## config.mk

```make
export PLATFORM = sky130hd
export DESIGN_NAME = square_tone_glide_synth_core
export DESIGN_NICKNAME = d
export VERILOG_FILES = /design/src/rtl/core/sts_pkg.sv /design/src/rtl/core/square_tone_glide_synth_core.sv /design/src/rtl/core/sts_mul.sv
export VERILOG_INCLUDE_DIRS = /design/src /design/src/rtl/core
export SDC_FILE = /design/constraint.sdc
export NUM_CORES = 1
export LEC_CHECK = 0
export BUFFER_PORTS_ARGS = -buffer_cell sky130_fd_sc_hd__buf_2
export CORE_ASPECT_RATIO = 0.75
export CORE_MARGIN = 2
export CORE_UTILIZATION = 45
export CTS_CLUSTER_DIAMETER = 60
export DETAILED_ROUTE_END_ITERATION = 7
export GPL_TIMING_DRIVEN = 0
export MAX_ROUTING_LAYER = met4
export SYNTH_ARGS = -nofsm -noshare
export SYNTH_HDL_FRONTEND = slang
export SYNTH_HIERARCHICAL = 1
export SYNTH_SLANG_ARGS = --single-unit
```

## constraint.sdc

```tcl
create_clock -name aclk -period 6.18 [get_ports aclk]
set_input_delay 0.927 -clock aclk [delete_from_list [all_inputs] [get_ports aclk]]
set_output_delay 0.927 -clock aclk [all_outputs]
set_load 0.05 [all_outputs]
```

## src/rtl/core/assert_macros.svh

```systemverilog
// Assertion macros shared by the tone generator RTL.
// No dependencies; included by files that carry concurrent checks.
`ifndef ASSERT_MACROS_SVH
`define ASSERT_MACROS_SVH
`ifndef SYNTHESIS
// Checked while out of reset.
`define STS_ASSERT(lbl, clk, rstn, prop) \
    lbl: assert property (@(posedge clk) disable iff (!rstn) prop) \
        else $error("assertion failed");
// Checked on every edge, reset included.
`define STS_ASSERT_ALWAYS(lbl, clk, prop) \
    lbl: assert property (@(posedge clk) prop) else $error("assertion failed");
`else
`define STS_ASSERT(lbl, clk, rstn, prop)
`define STS_ASSERT_ALWAYS(lbl, clk, prop)
`endif
`endif

```

## src/rtl/core/sts_pkg.sv

```systemverilog
// Shared widths, reset values and register codes for the square tone core.
// No dependencies.
package sts_pkg;
    localparam int FREQ_W   = 24;
    localparam int LEN_W    = 20;
    localparam int COEFF_W  = 16;
    localparam int PPH_W    = 24;
    localparam int AMP_W    = 15;
    localparam int SAMPLE_W = 16;
    localparam int S_DATA_W = 48;  // freq + length, padded to bytes
    localparam int CFG_AW   = 4;
    localparam int CFG_DW   = 32;

    // Shift-add multiplier geometry (24 x 24)
    localparam int MUL_W    = 24;
    localparam int PROD_W   = 2 * MUL_W;
    localparam int INC_W    = PROD_W - 8;
    localparam int GLIDE_SH = 16;

    localparam int PHASE_BITS_DEF = 32;

    localparam logic [COEFF_W-1:0] GLIDE_RST = 16'd3277;
    localparam logic [PPH_W-1:0]   PPH_RST   = 24'd97392;
    localparam logic [AMP_W-1:0]   AMP_RST   = 15'd2000;

    // Register indexes (byte address = 4 * index)
    localparam logic [1:0] REG_GLIDE = 2'd0;
    localparam logic [1:0] REG_PPH   = 2'd1;
    localparam logic [1:0] REG_AMP   = 2'd2;

    localparam logic MODE_TICK  = 1'b0;
    localparam logic MODE_START = 1'b1;
endpackage

```

## src/rtl/core/square_tone_glide_synth_core.sv

```systemverilog
// Square tone generator with exponential glide; top level.
// Start-tone item: accepted, no result. Silent tick: result without a multiplier pass.
// Sounding tick: result after the two passes through the bit-serial multiplier; one item
// is in work at a time.
// aresetn (synchronous, active low) clears state and restores register defaults.
// Depends on sts_pkg, sts_mul and assert_macros.svh.
`include "assert_macros.svh"
module square_tone_glide_synth_core #(
    parameter int PHASE_BITS = sts_pkg::PHASE_BITS_DEF
) (
    input  logic                          aclk,
    input  logic                          aresetn,
    // Input items
    input  logic                          s_tvalid,
    output logic                          s_tready,
    input  logic [sts_pkg::S_DATA_W-1:0]  s_tdata,  // [23:0] tone_freq, [43:24] tone_length
    input  logic                          s_tuser,  // [0] mode
    // Result items
    output logic                          m_tvalid,
    input  logic                          m_tready,
    output logic [sts_pkg::SAMPLE_W-1:0]  m_tdata,  // [15:0] sample
    output logic                          m_tuser,  // [0] active
    // Configuration
    input  logic                          psel,
    input  logic                          penable,
    input  logic                          pwrite,
    input  logic [sts_pkg::CFG_AW-1:0]    paddr,
    input  logic [sts_pkg::CFG_DW-1:0]    pwdata,
    output logic [sts_pkg::CFG_DW-1:0]    prdata,
    output logic                          pready
);
    localparam int FW = sts_pkg::FREQ_W;
    localparam int LW = sts_pkg::LEN_W;
    localparam int MW = sts_pkg::MUL_W;
    localparam int PW = sts_pkg::PROD_W;
    localparam int IW = sts_pkg::INC_W;
    localparam int SW = sts_pkg::SAMPLE_W;
    localparam int GP = sts_pkg::GLIDE_SH + FW; // glide product width

    localparam logic [2:0] ST_IDLE   = 3'd0;
    localparam logic [2:0] ST_GLIDE  = 3'd1;
    localparam logic [2:0] ST_LAUNCH = 3'd2;
    localparam logic [2:0] ST_PHASE  = 3'd3;
    localparam logic [2:0] ST_DONE   = 3'd4;

    // Configuration registers
    logic [sts_pkg::COEFF_W-1:0] glide_reg;
    logic [sts_pkg::PPH_W-1:0]   pph_reg;
    logic [sts_pkg::AMP_W-1:0]   amp_reg;
    logic                        cfg_wr;

    // Generator state
    logic [2:0]            state_reg;
    logic [FW-1:0]         cur_freq_reg;
    logic [FW-1:0]         tgt_freq_reg;
    logic [PHASE_BITS-1:0] phase_reg;
    logic [LW-1:0]         left_reg;
    logic                  dneg_reg;

    // Result holding and output registers
    logic [SW-1:0] res_sample_reg;
    logic          res_active_reg;
    logic          m_tvalid_reg;
    logic [SW-1:0] m_tdata_reg;
    logic          m_tuser_reg;

    // Item fields
    logic          in_mode;
    logic [FW-1:0] in_freq;
    logic [LW-1:0] in_len;
    logic          s_acc;

    // Datapath
    logic [FW:0]           diff;
    logic [MW-1:0]         mag;
    logic                  mul_start;
    logic [MW-1:0]         mul_a;
    logic [MW-1:0]         mul_b;
    logic                  mul_done;
    logic [PW-1:0]         mul_prod;
    logic [GP-1:0]         gprod;
    logic [GP-1:0]         gceil;
    logic [FW-1:0]         nf;
    logic [IW-1:0]         inc;
    logic [PHASE_BITS-1:0] inc_ext;
    logic [PHASE_BITS-1:0] phase_next;
    logic [SW-1:0]         amp_pos;
    logic [SW-1:0]         amp_neg;
    logic                  out_free;
    logic                  res_amp_ok;

    assign in_mode = s_tuser;
    assign in_freq = s_tdata[FW-1:0];
    assign in_len  = s_tdata[FW+LW-1:FW];
    assign s_tready = (state_reg == ST_IDLE);
    assign s_acc    = s_tvalid && s_tready;

    // APB register file
    assign pready = 1'b1;
    assign cfg_wr = psel && penable && pwrite;

    always_ff @(posedge aclk) begin
        if (!aresetn) begin
            glide_reg <= sts_pkg::GLIDE_RST;
            pph_reg   <= sts_pkg::PPH_RST;
            amp_reg   <= sts_pkg::AMP_RST;
        end else if (cfg_wr) begin
            case (paddr[3:2])
                sts_pkg::REG_GLIDE: glide_reg <= pwdata[sts_pkg::COEFF_W-1:0];
                sts_pkg::REG_PPH:   pph_reg   <= pwdata[sts_pkg::PPH_W-1:0];
                sts_pkg::REG_AMP:   amp_reg   <= pwdata[sts_pkg::AMP_W-1:0];
                default: ;
            endcase
        end
    end

    always_comb begin
        case (paddr[3:2])
            sts_pkg::REG_GLIDE: prdata = sts_pkg::CFG_DW'(glide_reg);
            sts_pkg::REG_PPH:   prdata = sts_pkg::CFG_DW'(pph_reg);
            sts_pkg::REG_AMP:   prdata = sts_pkg::CFG_DW'(amp_reg);
            default:            prdata = '0;
        endcase
    end

    // Signed distance to target, split into sign and magnitude
    assign diff = {1'b0, tgt_freq_reg} - {1'b0, cur_freq_reg};
    assign mag  = diff[FW] ? MW'(-diff) : diff[MW-1:0];

    // Shared multiplier: glide pass from idle, phase-step pass from launch
    assign mul_start = (s_acc && in_mode == sts_pkg::MODE_TICK && left_reg != '0)
                       || (state_reg == ST_LAUNCH);
    assign mul_a = (state_reg == ST_LAUNCH) ? cur_freq_reg : mag;
    assign mul_b = (state_reg == ST_LAUNCH) ? pph_reg : MW'(glide_reg);

    sts_mul #(
        .WA (MW),
        .WB (MW)
    ) u_mul (
        .aclk    (aclk),
        .aresetn (aresetn),
        .start   (mul_start),
        .a       (mul_a),
        .b       (mul_b),
        .done    (mul_done),
        .product (mul_prod)
    );

    // Glide: floor for a rising step, ceiling of magnitude for a falling one
    assign gprod = mul_prod[GP-1:0];
    assign gceil = gprod + GP'(16'hFFFF);
    assign nf = dneg_reg ? (cur_freq_reg - gceil[GP-1:sts_pkg::GLIDE_SH])
                         : (cur_freq_reg + gprod[GP-1:sts_pkg::GLIDE_SH]);

    // Phase increment, fitted to the accumulator width
    assign inc = mul_prod[PW-1:PW-IW];
    generate
        if (PHASE_BITS > IW) begin : g_inc_pad
            assign inc_ext = {{(PHASE_BITS - IW){1'b0}}, inc};
        end else begin : g_inc_cut
            assign inc_ext = inc[PHASE_BITS-1:0];
        end
    endgenerate
    assign phase_next = phase_reg + inc_ext;

    assign amp_pos  = {1'b0, amp_reg};
    assign amp_neg  = -amp_pos;
    assign out_free = !m_tvalid_reg || m_tready;
    assign res_amp_ok = (m_tdata == amp_pos) || (m_tdata == amp_neg);

    // Sequencer and generator state
    always_ff @(posedge aclk) begin
        if (!aresetn) begin
            state_reg    <= ST_IDLE;
            cur_freq_reg <= '0;
            tgt_freq_reg <= '0;
            phase_reg    <= '0;
            left_reg     <= '0;
            dneg_reg     <= 1'b0;
        end else begin
            case (state_reg)
                ST_IDLE: begin
                    if (s_acc) begin
                        if (in_mode == sts_pkg::MODE_START) begin
                            tgt_freq_reg <= in_freq;
                            if (left_reg == '0) begin
                                cur_freq_reg <= in_freq;
                            end
                            left_reg <= in_len;
                        end else if (left_reg == '0) begin
                            state_reg <= ST_DONE;
                        end else begin
                            dneg_reg  <= diff[FW];
                            left_reg  <= left_reg - 1'b1;
                            state_reg <= ST_GLIDE;
                        end
                    end
                end
                ST_GLIDE: begin
                    if (mul_done) begin
                        cur_freq_reg <= nf;
                        state_reg    <= ST_LAUNCH;
                    end
                end
                ST_LAUNCH: begin
                    state_reg <= ST_PHASE;
                end
                ST_PHASE: begin
                    if (mul_done) begin
                        phase_reg <= phase_next;
                        state_reg <= ST_DONE;
                    end
                end
                ST_DONE: begin
                    if (out_free) begin
                        state_reg <= ST_IDLE;
                    end
                end
                default: state_reg <= ST_IDLE;
            endcase
        end
    end

    // Result payload
    always_ff @(posedge aclk) begin
        if (state_reg == ST_IDLE && s_acc) begin
            res_sample_reg <= '0;
            res_active_reg <= 1'b0;
        end else if (state_reg == ST_PHASE && mul_done) begin
            res_sample_reg <= phase_next[PHASE_BITS-1] ? amp_neg : amp_pos;
            res_active_reg <= 1'b1;
        end
    end

    // Output register
    always_ff @(posedge aclk) begin
        if (!aresetn) begin
            m_tvalid_reg <= 1'b0;
        end else if (state_reg == ST_DONE && out_free) begin
            m_tvalid_reg <= 1'b1;
        end else if (m_tready) begin
            m_tvalid_reg <= 1'b0;
        end
    end

    always_ff @(posedge aclk) begin
        if (state_reg == ST_DONE && out_free) begin
            m_tdata_reg <= res_sample_reg;
            m_tuser_reg <= res_active_reg;
        end
    end

    assign m_tvalid = m_tvalid_reg;
    assign m_tdata  = m_tdata_reg;
    assign m_tuser  = m_tuser_reg;

    // Checks
    `STS_ASSERT(a_silent_zero, aclk, aresetn, (m_tvalid && !m_tuser) |-> (m_tdata == '0))
    `STS_ASSERT(a_active_amp, aclk, aresetn, (m_tvalid && m_tuser) |-> res_amp_ok)
    `STS_ASSERT(a_phase_to_done, aclk, aresetn, (state_reg == ST_PHASE && mul_done) |=> (state_reg == ST_DONE))
endmodule

```

## src/rtl/core/sts_mul.sv

```systemverilog
// Radix-2 shift-add multiplier, one multiplier bit per cycle.
// Depends on nothing; used by the square tone core.
module sts_mul #(
    parameter int WA = 24,
    parameter int WB = 24
) (
    input  logic             aclk,
    input  logic             aresetn,
    input  logic             start,
    input  logic [WA-1:0]    a,
    input  logic [WB-1:0]    b,
    output logic             done,
    output logic [WA+WB-1:0] product
);
    localparam int CW = (WB > 1) ? $clog2(WB) : 1;

    logic [WA+WB-1:0] acc_reg;
    logic [WA-1:0]    a_reg;
    logic [CW-1:0]    cnt_reg;
    logic             busy_reg;
    logic             done_reg;
    logic [WA:0]      sum;

    // Partial sum: upper half plus the multiplicand when the scanned bit is set
    assign sum = {1'b0, acc_reg[WA+WB-1:WB]} + (acc_reg[0] ? {1'b0, a_reg} : '0);

    always_ff @(posedge aclk) begin
        if (!aresetn) begin
            busy_reg <= 1'b0;
            done_reg <= 1'b0;
            cnt_reg  <= '0;
        end else begin
            done_reg <= 1'b0;
            if (start) begin
                busy_reg <= 1'b1;
                cnt_reg  <= '0;
            end else if (busy_reg) begin
                cnt_reg <= cnt_reg + 1'b1;
                if (cnt_reg == CW'(WB - 1)) begin
                    busy_reg <= 1'b0;
                    done_reg <= 1'b1;
                end
            end
        end
    end

    // Datapath: accumulator shifts right as multiplier bits are consumed
    always_ff @(posedge aclk) begin
        if (start) begin
            acc_reg <= {{WA{1'b0}}, b};
            a_reg   <= a;
        end else if (busy_reg) begin
            acc_reg <= {sum, acc_reg[WB-1:1]};
        end
    end

    assign done    = done_reg;
    assign product = acc_reg;
endmodule
```

=== Word level (Yosys, flattened, before mapping) ===
Index checks and enable logic that the tools add are counted.

* Flip-flop bits (word level): 273
* Input bits: 92
* Output and inout port bits: 52

* $add $sub $neg: 10
* Mux-type cells: 29
* Reduce and logical (&&, ||, !) cells: 29
* Equality and inequality tests: 15
* Bitwise gates (word level): 4

{| class="wikitable"
|+ Operators with widths
! cell !! number
|-
| two-way mux 24 bit || 11
|-
| one-hot mux 24 bit (3 select lines) || 1
|-
| one-hot mux 24 bit (2 select lines) || 1
|-
| adder 40 x 16 -> 40 bit (second input constant) || 1
|-
| two-way mux 20 bit || 2
|-
| adder 32 bit || 1
|-
| adder 24 x 24 -> 25 bit || 1
|-
| subtractor 24 x 24 -> 25 bit || 1
|-
| adder 24 bit || 1
|-
| negator 24 bit || 1
|-
| subtractor 24 bit || 1
|-
| zero test 20 bit || 1
|-
| nonzero test 20 bit || 1
|-
| subtractor 20 x 1 -> 20 bit (second input constant) || 1
|-
| two-way mux 3 bit || 6
|-
| two-way mux 16 bit || 1
|-
| negator 15 -> 16 bit || 1
|-
| one-hot mux 3 bit (5 select lines) || 1
|-
| inequality test 2 x 1 -> 1 bit (second input constant) || 5
|-
| AND reduction 5 bit || 2
|-
| logical AND 1 bit || 8
|-
| AND reduction 2 bit || 4
|-
| == test 3 x 2 -> 1 bit (second input constant) || 2
|-
| two-way mux 1 bit || 6
|-
| other kinds (17) || 26
|}

=== Longest topological paths before layout ===
* Word-level depth: 6
* Depth in mapped cells: 20
* Mapped depth without buffers: 19

=== By module ===
The synthesis kept the hierarchy.

{| class="wikitable"
|+ By module, submodules not included
! module !! sequential area each (um^2) !! area each (um^2) !! instances !! cells each
|-
| square_tone_glide_synth_core || 4053.9 || 14182.4 || 1 || 1964
|-
| sts_mul || 2062.0 || 4301.6 || 1 || 396
|}

=== Least setup slack after synthesis ===
No wires, ideal clock.

* Kind: register to register
* Start point: register state_reg[2]
* End point: register u_mul.acc_reg[0] (netlist: u_mul/product[0]), enable pin
* Stages on the path, launching flop included: 10
* Arrival time: 4382 ps
* Required time: 5801 ps
* Period minus slack after synthesis: 4761 ps
* Buffers on the path: 3
* Path slack: 1419 ps
* Cell sequence: dfxtp_1 > clkbuf_1 > nor3_1 > nand2_1 > or3_1 > nand2_1 > clkbuf_1 > nor2_1 > clkbuf_1 > inv_1

* Cells in the longest elaborated chain, start to end: 6

{| class="wikitable"
|+ RTL lines
! element !! line !! source
|-
| start, declared || square_tone_glide_synth_core.sv:53 || <nowiki>logic [2:0] state_reg;</nowiki>
|-
| start signal, assigned || square_tone_glide_synth_core.sv:174 || <nowiki>state_reg <= ST_IDLE;</nowiki>
|-
| start signal, assigned || square_tone_glide_synth_core.sv:191 || <nowiki>state_reg <= ST_DONE;</nowiki>
|-
| start signal, assigned || square_tone_glide_synth_core.sv:195 || <nowiki>state_reg <= ST_GLIDE;</nowiki>
|-
| zero test 3 bit || square_tone_glide_synth_core.sv:95 || <nowiki>assign s_tready = (state_reg == ST_IDLE);</nowiki>
|-
| net s_tready || square_tone_glide_synth_core.sv:15 || <nowiki>output logic s_tready,</nowiki>
|-
| logical AND 1 bit || square_tone_glide_synth_core.sv:96 || <nowiki>assign s_acc = s_tvalid && s_tready;</nowiki>
|-
| logical AND 1 bit (2 in a row) || square_tone_glide_synth_core.sv:131 || <nowiki>assign mul_start = (s_acc && in_mode == sts_pkg::MODE_TICK && left_reg != '0)</nowiki>
|-
| logical OR 1 bit || square_tone_glide_synth_core.sv:132 || <nowiki>|| (state_reg == ST_LAUNCH);</nowiki>
|-
| net mul_start || square_tone_glide_synth_core.sv:76 || <nowiki>logic mul_start;</nowiki>
|-
| nonzero test 2 bit (no source line) || -- ||
|-
| end signal, assigned || sts_mul.sv:50 || <nowiki>acc_reg <= {{WA{1'b0}}, b};</nowiki>
|-
| end signal, assigned || sts_mul.sv:53 || <nowiki>acc_reg <= {sum, acc_reg[WB-1:1]};</nowiki>
|-
| end, declared || sts_mul.sv:17 || <nowiki>logic [WA+WB-1:0] acc_reg;</nowiki>
|}

The timed path passes the listed nets, and every way through them passes these cells.
A chain may end at the register's enable or synchronous reset.

=== Final worst setup path ===
* Start point: register left_reg[3]
* End point: register u_mul.acc_reg[6] (netlist: u_mul/product[6]), enable pin

* Cells in the longest elaborated chain, start to end: 4

{| class="wikitable"
|+ RTL lines
! element !! line !! source
|-
| start, declared || square_tone_glide_synth_core.sv:57 || <nowiki>logic [LW-1:0] left_reg;</nowiki>
|-
| start signal, assigned || square_tone_glide_synth_core.sv:189 || <nowiki>left_reg <= in_len;</nowiki>
|-
| start signal, assigned || square_tone_glide_synth_core.sv:194 || <nowiki>left_reg <= left_reg - 1'b1;</nowiki>
|-
| nonzero test 20 bit || square_tone_glide_synth_core.sv:131 ||
|-
| logical AND 1 bit || square_tone_glide_synth_core.sv:131 ||
|-
| logical OR 1 bit || square_tone_glide_synth_core.sv:132 ||
|-
| net mul_start || square_tone_glide_synth_core.sv:76 ||
|-
| nonzero test 2 bit (no source line) || -- ||
|}

The timed path passes the listed nets, and every way through them passes these cells.

==> reports/qor.yml <==
postSynthAreaPerCell_sq_um: 7.83
tightest_slew_ns: 1.26
dp_cells: 3015
synth_area_leaders: "dfxtp_1 (23%), edfxtp_1 (11%), nand2_1 (8.6%), ha_1 (7.3%), a21oi_1 (6.5%)"
fin_area_sq_um: 20800
yosys.area.top_type: "dfxtp_1"
nets: 2725
setup_violations: 0
ys_seq_area_frac: 0.331
postSynth.asyncResetShare: 0
io_buffer_count: 120
vdd_drop_max_mv: 0.255
finish.utilization: 0.510
critPathMaxFanout: 27
yosys_warnings: 6
synth.most_common_cell: "nand2_1"
grt_pass1_wl_um: 95800
fmax_mhz: 170
synth_top_area_frac: 0.225
fin_crit_ns: 5.87
hold_slack_ns: 0.434
avgRoutedWirePerCell_um: 20.2
routabilityCongestion: 0.939
grt-ovfl-total: 0
die_x_um: 238
route.final.wire_length_um: 62000
cts_root_buf: "clkbuf_16"
cellLeakagePower_nw: 8.60
htreeDepth: 1
status: "completed"
yosys.cell_types.count: 92
slew_headroom: 0.140
post-place-ws_ns: 0.0727
ios: 144
drive_above_1_share: 0.101
antenna_found_initial: 1
drv_cap: 0
synthToLayoutAreaGrowth_pct: 12.3
fin_skew_ns: 0.0119
hold_viol_final: 0
synth_edf_count: 65
ys_top_cells_by_count: "nand2_1 (424), a21oi_1 (241), dfxtp_1 (208)"
maxSlewViolCount: 0
core_sq_um: 40700
crit_path_start_kind: "register"
ctsHoldBuffers: 0
fp.dieArea_sq_um: 42700
largest_reg_flops: 48
postPlaceCellArea_sq_um: 19800
drt_iter0_drc: 1807
worst-setup-path-type: "register to register"
clock_sinks: 273
cp_data_arrival_time_ns: 6.08
vias_per_cell: 5.93
grt_max_degree: 28
dp_hpwl_um: 47800
power.density_nw_per_um2: 339
grt_usage: 0.291
cts_tree: "yes"
numCtsBuffers: 31
clk_latency_ns: 0.58
critPathRequiredTime_ns: 6.39
synth_area_sq_um: 18500
start_util: 0.454
end_kind: "register"
drc: 0
min_period_over_period: 0.950
hold_path.class: "register to register"
die_y_um: 180
fin_total_pwr_mw: 7.03
synthFlopType: "dfxtp_1"
num_vias: 18200
grt_pass1_vias: 16800
postCtsSetupBuffers: 0
clk_path_buf_depth: 3
fin_setup_tns_ns: 0
timing.final.ws_setup_ns: 0.308
dr.pass1.iters: 5
ys_seq_elements: 273
row_count: 64
syn-instance-count: 2360
clkSlewWorstSetupHoldPaths_ns: 0.06
instances_no_fill: 3074
fillers: 4046
ant_nets: 0
-- cells in the final DEF, fill, tap and decap left out, types with 10 or more instances in the layout --
master / count
mux2_2: 24
inv_1: 66
buf_2: 131
o21a_1: 19
mux2i_1: 30
a21o_1: 43
nand4_1: 20
buf_1: 10
a21oi_1: 241
and3_1: 20
nand2b_1: 17
nand2_1: 424
o21bai_1: 14
clkbuf_16: 31
or3_1: 25
ha_1: 108
nor4_1: 16
xnor2_1: 64
clkbuf_1: 103
o211ai_1: 13
nand3_1: 71
a211o_1: 11
edfxtp_1: 65
a31oi_1: 26
and2_1: 49
xor2_1: 64
or2_2: 13
o31ai_1: 20
o21ai_0: 129
a211oi_1: 36
nor3_1: 42
dfxtp_1: 208
nor2_1: 185
nor2b_1: 14
-- metal layers --
metal	global-route usage	wire, um	up-vias
met3	0.0395	5120	85
met4	0.0545	1160	0
met1	0.449	30800	8686
met2	0.402	24900	715
li1	-	-	8728
met5	-	0	-
-- worst max-delay path, cell delays in order (launching register included) --
cell and delay [ns]:
dfxtp_1 0.34, or3_1 0.44, or2_2 0.31, or3_1 0.41
nor4_2 0.40, and4_1 0.45, or3_1 0.22, nand2_1 0.60
clkbuf_1 0.55, nor2_1 0.70, clkbuf_2 0.54, clkinvlp_4 0.50
-- path summary, 6_finish.rpt --
path                            depth (start not counted)          endpoint  slack (ns)               from
worst min-delay path                                    0        m_tdata[8]        0.43  res_sample_reg[8]
worst min register to register                          0        m_tdata[8]        0.43  res_sample_reg[8]
worst max register to register                         11  u_mul/product[6]        0.31        left_reg[3]
worst max-delay path                                   11  u_mul/product[6]        0.31        left_reg[3]
-- power breakdown --
| group | leakage (nW) | total (mW) | switching, mW | internal (mW) |
|---|---|---|---|---|
| Sequential | 2.30 | 2.33 | 0.262 | 2.07 |
| Combinational | 5.82 | 2.91 | 1.84 | 1.08 |
| Clock | 0.476 | 1.79 | 0.784 | 1.00 |
| Total | 8.60 | 7.03 | 2.89 | 4.14 |
-- cells by family after synthesis --
| group | after synthesis | synth area share |
|---|---|---|
| XOR/XNOR | 129 | 0.0619 |
| flip-flops | 273 | 0.331 |
| AO/OA/AOI/OAI | 654 | 0.223 |
| buffers and inverters | 199 | 0.0434 |
| AND/OR/NAND/NOR | 937 | 0.233 |
| adder cells (fa/ha/maj) | 112 | 0.0774 |
| multiplexers | 54 | 0.0309 |
| other | 2 | 0.000406 |
-- area by class of cell --
cell class              instances  area (sq um)  share of cell area
diodes                          1          2.50            0.000121
plain buffers                 132           552              0.0266
clock buffers                  34           787              0.0379
clock inverters                23           183             0.00880
inverters                      67           255              0.0123
multi-input cells            1895         11600               0.559
flip-flops and latches        273          6120               0.295
well taps                     528           661              0.0318
repair buffers                120           601              0.0289
repair inverters                1          7.51            0.000362
-- repair_timing --
item,4_1_cts,5_1_grt
endpoints found under the setup margin,0,24
endpoints found under the hold margin,0,0
gates resized for setup,0,5
Power figures use the tool's default switching activity.
